===== src/hw/rtl/assert_macros.svh =====
// assertion macros shared by the rtl
`ifndef ASSERT_MACROS_SVH
`define ASSERT_MACROS_SVH
`ifndef SYNTHESIS
`define ASSERT_IMPLIES(label, clk, rst_n, pre, post) \
	label: assert property (@(posedge clk) disable iff (!rst_n) (pre) |-> (post)) \
	else $error("assertion failed");
`define ASSERT_NEXT(label, clk, rst_n, pre, post) \
	label: assert property (@(posedge clk) disable iff (!rst_n) (pre) |=> (post)) \
	else $error("assertion failed");
`else
`define ASSERT_IMPLIES(label, clk, rst_n, pre, post)
`define ASSERT_NEXT(label, clk, rst_n, pre, post)
`endif
`endif


===== src/hw/rtl/kcl_pkg.sv =====
package kcl_pkg;
	localparam logic [2:0] CMD_APPEND  = 3'd0;
	localparam logic [2:0] CMD_PREPEND = 3'd1;
	localparam logic [2:0] CMD_INSERT  = 3'd2;
	localparam logic [2:0] CMD_DELETE  = 3'd3;
	localparam logic [2:0] CMD_UPDATE  = 3'd4;
	localparam logic [2:0] CMD_DUMP    = 3'd5;

	localparam logic [2:0] ST_OK       = 3'd0;
	localparam logic [2:0] ST_DUP      = 3'd1;
	localparam logic [2:0] ST_NOTFOUND = 3'd2;
	localparam logic [2:0] ST_FULL     = 3'd3;
	localparam logic [2:0] ST_EMPTY    = 3'd4;

	// walk kinds requested of the datapath
	localparam logic [1:0] WALK_KEY  = 2'd0;
	localparam logic [1:0] WALK_PRED = 2'd1;
	localparam logic [1:0] WALK_DUMP = 2'd2;

	// datapath commands
	typedef struct packed {
		logic       load;      // latch input transaction
		logic       walk_start;
		logic [1:0] walk_kind;
		logic       key_sel;   // 0 find_key, 1 new_key
		logic       step;      // advance walk by one slot
		logic       mem_rd;    // read slot at pointer
		logic       rd_found;  // read at the found slot instead of the pointer
		logic       find_tail; // predecessor walk targets the head
		logic       do_append;
		logic       do_prepend;
		logic       do_first;  // add into empty list
		logic       do_insert;
		logic       do_delete;
		logic       do_update;
		logic       save_anchor;
	} kcl_cmd_t;

	typedef struct packed {
		logic empty;
		logic full;
		logic one;
		logic walk_done; // walk is at the final entry
		logic hit;       // current slot matches
		logic rd_ok;     // read data valid
	} kcl_stat_t;
endpackage


===== src/hw/rtl/kcl_datapath.sv =====
module kcl_datapath
	import kcl_pkg::*;
#(
	parameter int CAPACITY = 32
) (
	input  logic             clk,
	input  logic             arst_n,
	input  kcl_cmd_t         cmd,
	output kcl_stat_t        stat,
	input  logic [31:0]      find_key,
	input  logic [31:0]      new_key,
	input  logic [31:0]      new_data,
	output logic [31:0]      rd_key,
	output logic [31:0]      rd_data
);
	localparam int AW = (CAPACITY > 1) ? $clog2(CAPACITY) : 1;
	localparam int CW = $clog2(CAPACITY + 1);

	// slot memories
	logic [31:0]   key_mem [CAPACITY];
	logic [31:0]   data_mem [CAPACITY];
	logic [AW-1:0] next_mem [CAPACITY];
	logic [CAPACITY-1:0] used_q;
	logic [AW-1:0] head_q;
	logic [CW-1:0] count_q;

	logic [31:0]   fkey_q, nkey_q, ndata_q;
	logic [AW-1:0] ptr_q, prev_q, anchor_q, found_q;
	logic [CW-1:0] idx_q;
	logic [1:0]    kind_q;
	logic          sel_q, rd_ok_q;
	logic [AW-1:0] rd_next_q;
	logic [AW-1:0] rd_addr;
	logic          slot_hit;

	// lowest free slot
	logic [AW-1:0] free_slot;
	always_comb begin
		free_slot = '0;
		for (int i = CAPACITY - 1; i >= 0; i--) begin
			if (!used_q[i]) free_slot = AW'(i);
		end
	end

	// registered memory read
	assign rd_addr = cmd.rd_found ? found_q : ptr_q;
	always_ff @(posedge clk) begin
		if (cmd.mem_rd) begin
			rd_key    <= key_mem[rd_addr];
			rd_data   <= data_mem[rd_addr];
			rd_next_q <= next_mem[rd_addr];
		end
	end

	// match on current slot for the walk kind
	logic [31:0] want;
	assign want = sel_q ? nkey_q : fkey_q;
	always_comb begin
		case (kind_q)
			WALK_KEY:  slot_hit = rd_ok_q && (rd_key == want);
			WALK_PRED: slot_hit = rd_ok_q && (rd_next_q == found_q);
			default:   slot_hit = 1'b0;
		endcase
	end
	assign stat.hit       = slot_hit;
	assign stat.empty     = (count_q == '0);
	assign stat.full      = (count_q >= CW'(CAPACITY));
	assign stat.one       = (count_q == CW'(1));
	assign stat.walk_done = (({1'b0, idx_q} + {{CW{1'b0}}, 1'b1}) >= {1'b0, count_q});
	assign stat.rd_ok     = rd_ok_q;

	// slot writes
	always_ff @(posedge clk) begin
		if (cmd.do_first || cmd.do_append || cmd.do_prepend || cmd.do_insert) begin
			key_mem[free_slot]  <= nkey_q;
			data_mem[free_slot] <= ndata_q;
		end
		if (cmd.do_first) next_mem[free_slot] <= free_slot;
		if (cmd.do_append || cmd.do_prepend) begin
			next_mem[prev_q]    <= free_slot;
			next_mem[free_slot] <= head_q;
		end
		if (cmd.do_insert) begin
			next_mem[anchor_q]  <= free_slot;
			next_mem[free_slot] <= rd_next_q;
		end
		if (cmd.do_delete && !stat.one) next_mem[prev_q] <= rd_next_q;
		if (cmd.do_update) data_mem[found_q] <= ndata_q;
	end

	// control state of datapath
	always_ff @(posedge clk or negedge arst_n) begin
		if (!arst_n) begin
			used_q  <= '0;
			head_q  <= '0;
			count_q <= '0;
			rd_ok_q <= 1'b0;
			idx_q   <= '0;
			ptr_q   <= '0;
			kind_q  <= WALK_KEY;
			sel_q   <= 1'b0;
		end else begin
			rd_ok_q <= cmd.mem_rd;
			if (cmd.walk_start) begin
				ptr_q  <= head_q;
				idx_q  <= '0;
				kind_q <= cmd.walk_kind;
				sel_q  <= cmd.key_sel;
			end else if (cmd.step) begin
				ptr_q <= rd_next_q;
				idx_q <= idx_q + CW'(1);
			end
			if (cmd.do_first || cmd.do_append || cmd.do_prepend || cmd.do_insert) begin
				used_q[free_slot] <= 1'b1;
				count_q <= count_q + CW'(1);
			end
			if (cmd.do_first || cmd.do_prepend) head_q <= free_slot;
			if (cmd.do_delete) begin
				used_q[found_q] <= 1'b0;
				count_q <= count_q - CW'(1);
				if (stat.one) head_q <= '0;
				else if (found_q == head_q) head_q <= rd_next_q;
			end
		end
	end

	// operand and walk result registers
	always_ff @(posedge clk) begin
		if (cmd.load) begin
			fkey_q  <= find_key;
			nkey_q  <= new_key;
			ndata_q <= new_data;
		end
		if (slot_hit && kind_q == WALK_KEY) found_q <= ptr_q;
		if (slot_hit && kind_q == WALK_PRED) prev_q <= ptr_q;
		if (cmd.find_tail) found_q <= head_q;
		if (cmd.save_anchor) anchor_q <= found_q;
	end
endmodule


===== src/hw/rtl/kcl_ctrl.sv =====
module kcl_ctrl
	import kcl_pkg::*;
(
	input  logic        clk,
	input  logic        arst_n,
	input  logic        in_valid,
	output logic        in_ready,
	input  logic [2:0]  in_cmd,
	input  kcl_stat_t   stat,
	output kcl_cmd_t    cmd,
	output logic        res_valid,
	input  logic        res_ready,
	output logic [2:0]  res_status,
	output logic        res_dump,
	output logic        res_last
);
	localparam logic [3:0] S_IDLE  = 4'd0;
	localparam logic [3:0] S_ORD   = 4'd1; // issue read
	localparam logic [3:0] S_CHK   = 4'd2; // compare read
	localparam logic [3:0] S_DECIDE = 4'd3;
	localparam logic [3:0] S_PRED  = 4'd4;
	localparam logic [3:0] S_PCHK  = 4'd5;
	localparam logic [3:0] S_WRITE = 4'd6;
	localparam logic [3:0] S_OUT   = 4'd7;
	localparam logic [3:0] S_DRD   = 4'd8;
	localparam logic [3:0] S_DOUT  = 4'd9;
	localparam logic [3:0] S_ARD   = 4'd10; // read next of found slot

	logic [3:0] state_q;
	logic [2:0] op_q, st_q;
	logic       phase_q; // insert: 0 anchor search, 1 new key search
	logic       hit_q;

	assign in_ready = (state_q == S_IDLE);
	assign res_valid = (state_q == S_OUT) || (state_q == S_DOUT);
	assign res_dump = (state_q == S_DOUT);
	assign res_status = st_q;
	assign res_last = (state_q == S_OUT) || stat.walk_done;

	logic is_add;
	assign is_add = (op_q == CMD_APPEND) || (op_q == CMD_PREPEND);

	// commands per state
	always_comb begin
		cmd = '0;
		case (state_q)
			S_IDLE: begin
				cmd.load = in_valid;
				cmd.walk_start = in_valid;
				cmd.walk_kind = (in_cmd == CMD_DUMP) ? WALK_DUMP : WALK_KEY;
				cmd.key_sel = (in_cmd == CMD_APPEND) || (in_cmd == CMD_PREPEND);
			end
			S_ORD, S_PRED, S_DRD: cmd.mem_rd = 1'b1;
			S_ARD: begin
				cmd.mem_rd = 1'b1;
				cmd.rd_found = 1'b1;
			end
			S_CHK: cmd.step = !stat.hit && !stat.walk_done;
			S_PCHK: cmd.step = !stat.hit;
			S_DECIDE: begin
				if (op_q == CMD_INSERT && !phase_q && hit_q) begin
					cmd.walk_start = 1'b1;
					cmd.walk_kind = WALK_KEY;
					cmd.key_sel = 1'b1;
					cmd.save_anchor = 1'b1;
				end else if (hit_q && op_q == CMD_DELETE && !stat.one) begin
					cmd.walk_start = 1'b1;
					cmd.walk_kind = WALK_PRED;
				end else if (!hit_q && is_add && !stat.full && !stat.empty) begin
					cmd.walk_start = 1'b1;
					cmd.walk_kind = WALK_PRED;
					cmd.find_tail = 1'b1;
				end
			end
			S_WRITE: begin
				case (op_q)
					CMD_APPEND:  begin
						cmd.do_first = stat.empty;
						cmd.do_append = !stat.empty;
					end
					CMD_PREPEND: begin
						cmd.do_first = stat.empty;
						cmd.do_prepend = !stat.empty;
					end
					CMD_INSERT: cmd.do_insert = 1'b1;
					CMD_DELETE: cmd.do_delete = 1'b1;
					CMD_UPDATE: cmd.do_update = 1'b1;
					default: ;
				endcase
			end
			S_DOUT: cmd.step = res_ready;
			default: ;
		endcase
	end

	// state sequencing
	always_ff @(posedge clk or negedge arst_n) begin
		if (!arst_n) begin
			state_q <= S_IDLE;
			op_q <= CMD_APPEND;
			st_q <= ST_OK;
			phase_q <= 1'b0;
			hit_q <= 1'b0;
		end else begin
			case (state_q)
				S_IDLE: if (in_valid) begin
					op_q <= in_cmd;
					phase_q <= 1'b0;
					hit_q <= 1'b0;
					st_q <= ST_OK;
					if (in_cmd == CMD_DUMP) begin
						if (stat.empty) begin
							st_q <= ST_EMPTY;
							state_q <= S_OUT;
						end else state_q <= S_DRD;
					end else if (in_cmd > CMD_DUMP) state_q <= S_IDLE;
					else if (stat.empty) state_q <= S_DECIDE;
					else state_q <= S_ORD;
				end
				S_ORD: state_q <= S_CHK;
				S_CHK: begin
					if (stat.hit) begin
						hit_q <= 1'b1;
						state_q <= S_DECIDE;
					end else if (stat.walk_done) begin
						state_q <= S_DECIDE;
					end else state_q <= S_ORD;
				end
				S_DECIDE: begin
					hit_q <= 1'b0;
					if (op_q == CMD_INSERT && !phase_q) begin
						if (!hit_q) begin
							st_q <= ST_NOTFOUND;
							state_q <= S_OUT;
						end else begin
							phase_q <= 1'b1;
							state_q <= S_ORD;
						end
					end else if (is_add || op_q == CMD_INSERT) begin
						if (hit_q) begin
							st_q <= ST_DUP;
							state_q <= S_OUT;
						end else if (stat.full) begin
							st_q <= ST_FULL;
							state_q <= S_OUT;
						end else if (op_q == CMD_INSERT) state_q <= S_ARD;
						else if (stat.empty) state_q <= S_WRITE;
						else state_q <= S_PRED;
					end else if (!hit_q) begin
						st_q <= ST_NOTFOUND;
						state_q <= S_OUT;
					end else if (op_q == CMD_DELETE) begin
						state_q <= stat.one ? S_ARD : S_PRED;
					end else state_q <= S_WRITE;
				end
				S_PRED: state_q <= S_PCHK;
				S_PCHK: begin
					if (stat.hit) state_q <= (op_q == CMD_DELETE) ? S_ARD : S_WRITE;
					else state_q <= S_PRED;
				end
				S_ARD: state_q <= S_WRITE;
				S_WRITE: state_q <= S_OUT;
				S_OUT: if (res_ready) state_q <= S_IDLE;
				S_DRD: state_q <= S_DOUT;
				S_DOUT: if (res_ready) state_q <= stat.walk_done ? S_IDLE : S_DRD;
				default: state_q <= S_IDLE;
			endcase
		end
	end
endmodule


===== src/hw/rtl/keyed_circular_list_engine.sv =====
// keyed circular list engine
// s_axis carries one command transaction: tdata holds command, find_key,
// new_key and new_data. m_axis returns results: tdata holds status,
// entry_key and entry_data; tlast marks the final result of a command.
// append, prepend, insert after, delete and update return one status;
// dump returns one result per entry in list order, or one empty status.
// commands six and seven are dropped without a result.
// one command is worked at a time; s_axis_tready is high only when idle.
// a key search visits the linked slots one by one, reading each slot and
// then comparing it; add into a non-empty list and delete from a list of
// two or more entries then walk again for the predecessor, and insert
// after searches twice. dump reads each entry and then offers it, moving
// to the next entry only once m_axis_tready takes it.
// reset empties the list at once; slot contents are left as they are.
// a stalled receiver holds the result and the engine waits in place.
`include "assert_macros.svh"
module keyed_circular_list_engine
	import kcl_pkg::*;
#(
	parameter int CAPACITY = 32
) (
	input  logic         clk,
	input  logic         arst_n,
	input  logic         s_axis_tvalid,
	output logic         s_axis_tready,
	input  logic [103:0] s_axis_tdata,  // command, find_key, new_key, new_data, pad
	output logic         m_axis_tvalid,
	input  logic         m_axis_tready,
	output logic [71:0]  m_axis_tdata,  // status, entry_key, entry_data, pad
	output logic         m_axis_tlast
);
	kcl_cmd_t  cmd;
	kcl_stat_t stat;
	logic [31:0] rd_key, rd_data;
	logic [2:0]  res_status;
	logic        res_dump;

	kcl_ctrl u_ctrl (
		.clk(clk), .arst_n(arst_n),
		.in_valid(s_axis_tvalid), .in_ready(s_axis_tready),
		.in_cmd(s_axis_tdata[2:0]), .stat(stat), .cmd(cmd),
		.res_valid(m_axis_tvalid), .res_ready(m_axis_tready),
		.res_status(res_status), .res_dump(res_dump), .res_last(m_axis_tlast)
	);

	kcl_datapath #(.CAPACITY(CAPACITY)) u_dp (
		.clk(clk), .arst_n(arst_n), .cmd(cmd), .stat(stat),
		.find_key(s_axis_tdata[34:3]), .new_key(s_axis_tdata[66:35]),
		.new_data(s_axis_tdata[98:67]), .rd_key(rd_key), .rd_data(rd_data)
	);

	// result packing
	assign m_axis_tdata = {5'd0, res_dump ? rd_data : 32'd0,
		res_dump ? rd_key : 32'd0, res_status};

	`ASSERT_IMPLIES(a_busy_no_take, clk, arst_n, m_axis_tvalid, !s_axis_tready)
	`ASSERT_NEXT(a_hold_stall, clk, arst_n, m_axis_tvalid && !m_axis_tready, m_axis_tvalid)
	`ASSERT_IMPLIES(a_status_range, clk, arst_n, m_axis_tvalid, m_axis_tdata[2:0] <= ST_EMPTY)
endmodule

===== config.mk =====
export PLATFORM = sky130hd
export DESIGN_NAME = keyed_circular_list_engine
export DESIGN_NICKNAME = d
export VERILOG_FILES = /design/src/hw/rtl/kcl_pkg.sv /design/src/hw/rtl/kcl_datapath.sv /design/src/hw/rtl/kcl_ctrl.sv /design/src/hw/rtl/keyed_circular_list_engine.sv
export VERILOG_INCLUDE_DIRS = /design/src /design/src/hw/rtl
export SDC_FILE = /design/constraint.sdc
export NUM_CORES = 2
export LEC_CHECK = 0
export BUFFER_PORTS_ARGS = -buffer_cell sky130_fd_sc_hd__buf_2
export CORE_UTILIZATION = 43
export CTS_BUF_LIST = sky130_fd_sc_hd__clkbuf_2 sky130_fd_sc_hd__clkbuf_4 sky130_fd_sc_hd__clkbuf_8
export CTS_CLUSTER_DIAMETER = 100
export DETAILED_ROUTE_END_ITERATION = 12
export SYNTH_ARGS = -nofsm -noshare
export SYNTH_HDL_FRONTEND = slang
export SYNTH_SLANG_ARGS = --single-unit
export TNS_END_PERCENT = 1

===== constraint.sdc =====
create_clock -name clk -period 9.8 [get_ports clk]
set_input_delay 0.98 -clock clk [delete_from_list [all_inputs] [get_ports clk]]
set_output_delay 0.98 -clock clk [all_outputs]
set_load 0.02 [all_outputs]

==> flow_metrics.tcl <==
set metrics [dict create \
    status "completed" \
    cts-htree-levels 5 \
    reg2reg_setup_slack_ps 4620 \
    grt_pass1_wl_microns 387000 \
    drv_slew 0 \
    global_route.overflow_total 0 \
    netlist_area_sq_um 99200 \
    worst_path_largest_cell_delay_ps 900 \
    synthesis.instances 5420 \
    clock_latency_ps 1090 \
    ys.flop_type "edfxtp_1" \
    cp_slowest_cell "buf_4" \
    nNetsFinal 5985 \
    max_cap_viol_count 0 \
    per_cell_via_count_in_the_routed_design 5.89 \
    critical_path_peak_fanout 59 \
    synth-edff-count 2388 \
    post-dp-hpwl_microns 131000 \
    drt_drc_violations_left 0 \
    dieHeight_microns 482 \
    core_area_sq_um 228000 \
    final.period_utilization_pct 54.8 \
    critPathCapture "m_axis_tdata[32]" \
    grt_pass1_vias 54400 \
    grt_setup_unrepaired "false" \
    grt_start_max_net_pins 152 \
    root_buffer "clkbuf_8" \
    timing.clock.skew_ps 72.3 \
    grtUsageMet2_pct 38.1 \
    synthDominantAreaCellType "edfxtp_1" \
    synthArstFlopShare_pct 2.85 \
    r2r_start "u_ctrl.state_q[1]$_DFFE_PN0P_" \
    cts.repair.resized 0 \
    cp-start-kind "register" \
    cts_inserted_buffers 407 \
    floorplan.die_area_sq_um 233000 \
    setup_viol 0 \
    worst_slew_margin_rel_pct 16.7 \
    ant_nets 0 \
    groute.usage.overall_pct 23.4 \
    worst_pin_slew_ps 1240 \
    core.rowCount 175 \
    worst-setup-path-type "reg -> out" \
    hp_class "in -> async" \
    start_util_pct 43.4 \
    clock_sink_count 2458 \
    global_route.usage.met3_pct 3.68 \
    routed-via-count 54000 \
    synth.yosys.seq_area_share_pct 74.1 \
    drive_gt1_share_pct 26.2 \
    global_placer_s_final_weighted_congestion 0.886 \
    area_growth_pct 13.5 \
    synth_top_cell_area_share_pct 72.3 \
    top_level_ports 183 \
    port_buffers 172 \
    totalNegativeSetupSlack_ps 0 \
    netlist-cell-type-count 89 \
    met1_usage_pct 32.1 \
    critPathCaptureType "primary output" \
    start_point_of_the_critical_path "u_ctrl.state_q[2]$_DFFE_PN0P_" \
    cts_tree "built" \
    routedWlPerCell_microns 29.8 \
    dieWidth_microns 482 \
    ys_top_cells_by_count "edfxtp_1, nand2_1, mux4_2, nand3_1, clkbuf_1" \
    detail_route.iter0.violations 6032 \
    critPathTopFamily "simple AND/OR/NAND/NOR gates" \
    number_of_inserted_filler_cells_in_the_final_layout 18900 \
    critical_path.n_buffers_inverters 2 \
    power.leakage_uw 0.0368 \
    final.min_clock_period_ps 5370 \
    worstPathCellList "nand2b_1 -> nor3b_2 -> buf_4 -> and2_1 -> buf_2" \
    synth_area_leaders "edfxtp_1, mux4_2, nand2_1, nand3_1, mux2i_1" \
    worstReg2RegEnd "u_dp.rd_key[10]$_DFFE_PP_" \
    hold_buffers 49 \
    post-cts-setup-buffers 0 \
    power_density_nw_per_um2 263 \
    drtPass1Iterations 5 \
    clock_tree_buffer_depth 4 \
    worst_ep_required_time_ps 8820 \
    initial_antenna_violation_count 11 \
    synthMostInstantiatedCell "edfxtp_1" \
    layout.core_utilization_pct 49.3 \
    worstSetupPathDepth 5 \
    timing.critical_path.arrival_ps 4390 \
    hold_viol 0 \
    synth_seq_cells 2458 \
    clk_pin_slew_ps 60 \
    grt_most_used_layer "met2" \
    r2r.worst_path.cells 10 \
    drt-total-wl_microns 273000 \
    yosysWarnings 0 \
    syn-mean-instance-area_sq_um 18.3 \
    ir_drop_mv 0.314 \
    timing.fmax_mhz 186 \
]
[flip-flops by register name, indices dropped and copies added (netlist names), 5 cells and up]
signal / count
u_dp.rd_next_q: 5
u_dp.rd_data: 32
u_dp.found_q: 5
u_dp.used_q: 32
u_dp.idx_q: 6
u_dp.data_mem: 1024
u_dp.nkey_q: 32
u_dp.head_q: 5
u_dp.next_mem: 160
u_dp.count_q: 6
u_dp.prev_q: 5
u_dp.anchor_q: 5
u_dp.rd_key: 32
u_dp.fkey_q: 32
u_dp.ptr_q: 5
u_dp.ndata_q: 32
u_dp.key_mem: 1024
[report_power, final]
group	leakage, uW	switching (uW)	total (uW)	internal, uW
clock network	0.00410	4010	8790	4780
registers	0.0227	630	13100	12500
logic	0.0100	4740	7700	2970
[cell type report]
| class | count | area (sq um) | area share, % |
|---|---|---|---|
| Tap cell | 3009 | 3760 | 3.34 |
| Clock inverter | 157 | 1030 | 0.918 |
| Inverter | 26 | 103 | 0.0912 |
| Clock buffer | 550 | 6710 | 5.96 |
| Antenna cell | 5 | 12.5 | 0.0111 |
| Sequential cell | 2458 | 73500 | 65.3 |
| Multi-Input combinational cell | 2623 | 25000 | 22.2 |
| Timing Repair Buffer | 350 | 2460 | 2.19 |
[metrics by stage]
step / hold WS, ps / worst slack (ps) / instance area (sq um) / cells / power, uW
detailed placement: 500 / 4530 / 104000 / 8417 / 21100
finish: 87.9 / 4430 / 113000 / 9178 / 29600
global route: 34.1 / 4210 / 113000 / 9177 / 30900
floorplan: 424 / 3000 / 99200 / 5424 / 18400
global placement: 493 / 4620 / 104000 / 8417 / 21000
CTS: 0.406 / 4270 / 113000 / 9173 / 29900
[layer usage]
layer | part of all wire [%] | wire length [microns]
met5 | 0 | 0
met4 | 2.9 | 7960
met3 | 7.1 | 19400
met2 | 48 | 132000
met1 | 41 | 113000
[worst min-delay path by stage]
stage                                       to                        from  cells past startpoint
floorplan           u_dp.anchor_q[0]$_DFFE_PP_   u_dp.found_q[0]$_DFFE_PP_                      0
global placement    u_dp.kind_q[1]$_DFFE_PN0P_  u_dp.kind_q[1]$_DFFE_PN0P_                      2
detailed placement  u_dp.kind_q[1]$_DFFE_PN0P_  u_dp.kind_q[1]$_DFFE_PN0P_                      2
CTS                  u_dp.fkey_q[13]$_DFFE_PP_            s_axis_tdata[16]                      1
global route        u_dp.ndata_q[20]$_DFFE_PP_            s_axis_tdata[87]                      1
finish               u_dp.idx_q[5]$_DFFE_PN0P_                      arst_n                      1
[placed cells by master, fill, tap and decap left out, drive strengths merged, types with 11 or more instances in the layout]
cell type / Yosys / layout
clkinv: 0 / 136
a2bb2oi: 19 / 19
mux2i: 206 / 206
o22a: 13 / 13
a32oi: 13 / 13
nor4: 19 / 19
nand2: 702 / 702
nor2b: 14 / 14
o22ai: 12 / 12
xnor2: 49 / 49
inv: 26 / 32
ha: 11 / 11
mux2: 12 / 12
nand2b: 13 / 13
mux4: 552 / 552
buf: 103 / 301
or2: 26 / 26
bufinv: 0 / 14
nand3: 440 / 440
dlygate4sd3: 0 / 49
nor3: 29 / 29
nor2: 129 / 129
a22oi: 16 / 16
a21oi: 58 / 58
edfxtp: 2388 / 2388
nand4: 20 / 20
clkbuf: 214 / 550
o21ai: 61 / 61
and2: 75 / 75
dfrtp: 70 / 70
[cell families (layout without fill, tap and decap cells)]
logic type      Yosys count  in the layout  synth area share [%]
flops                  2458           2458                  74.1
simple gates           1509           1509                  6.93
mux                     770            770                  14.8
buf+inv                 343           1083                  1.40
compound gates          272            272                  2.19
xor+xnor                 56             56                 0.495
fa+ha+maj                11             11                 0.139
other cells               1             10               0.00378
Power figures use the tool's default switching activity.
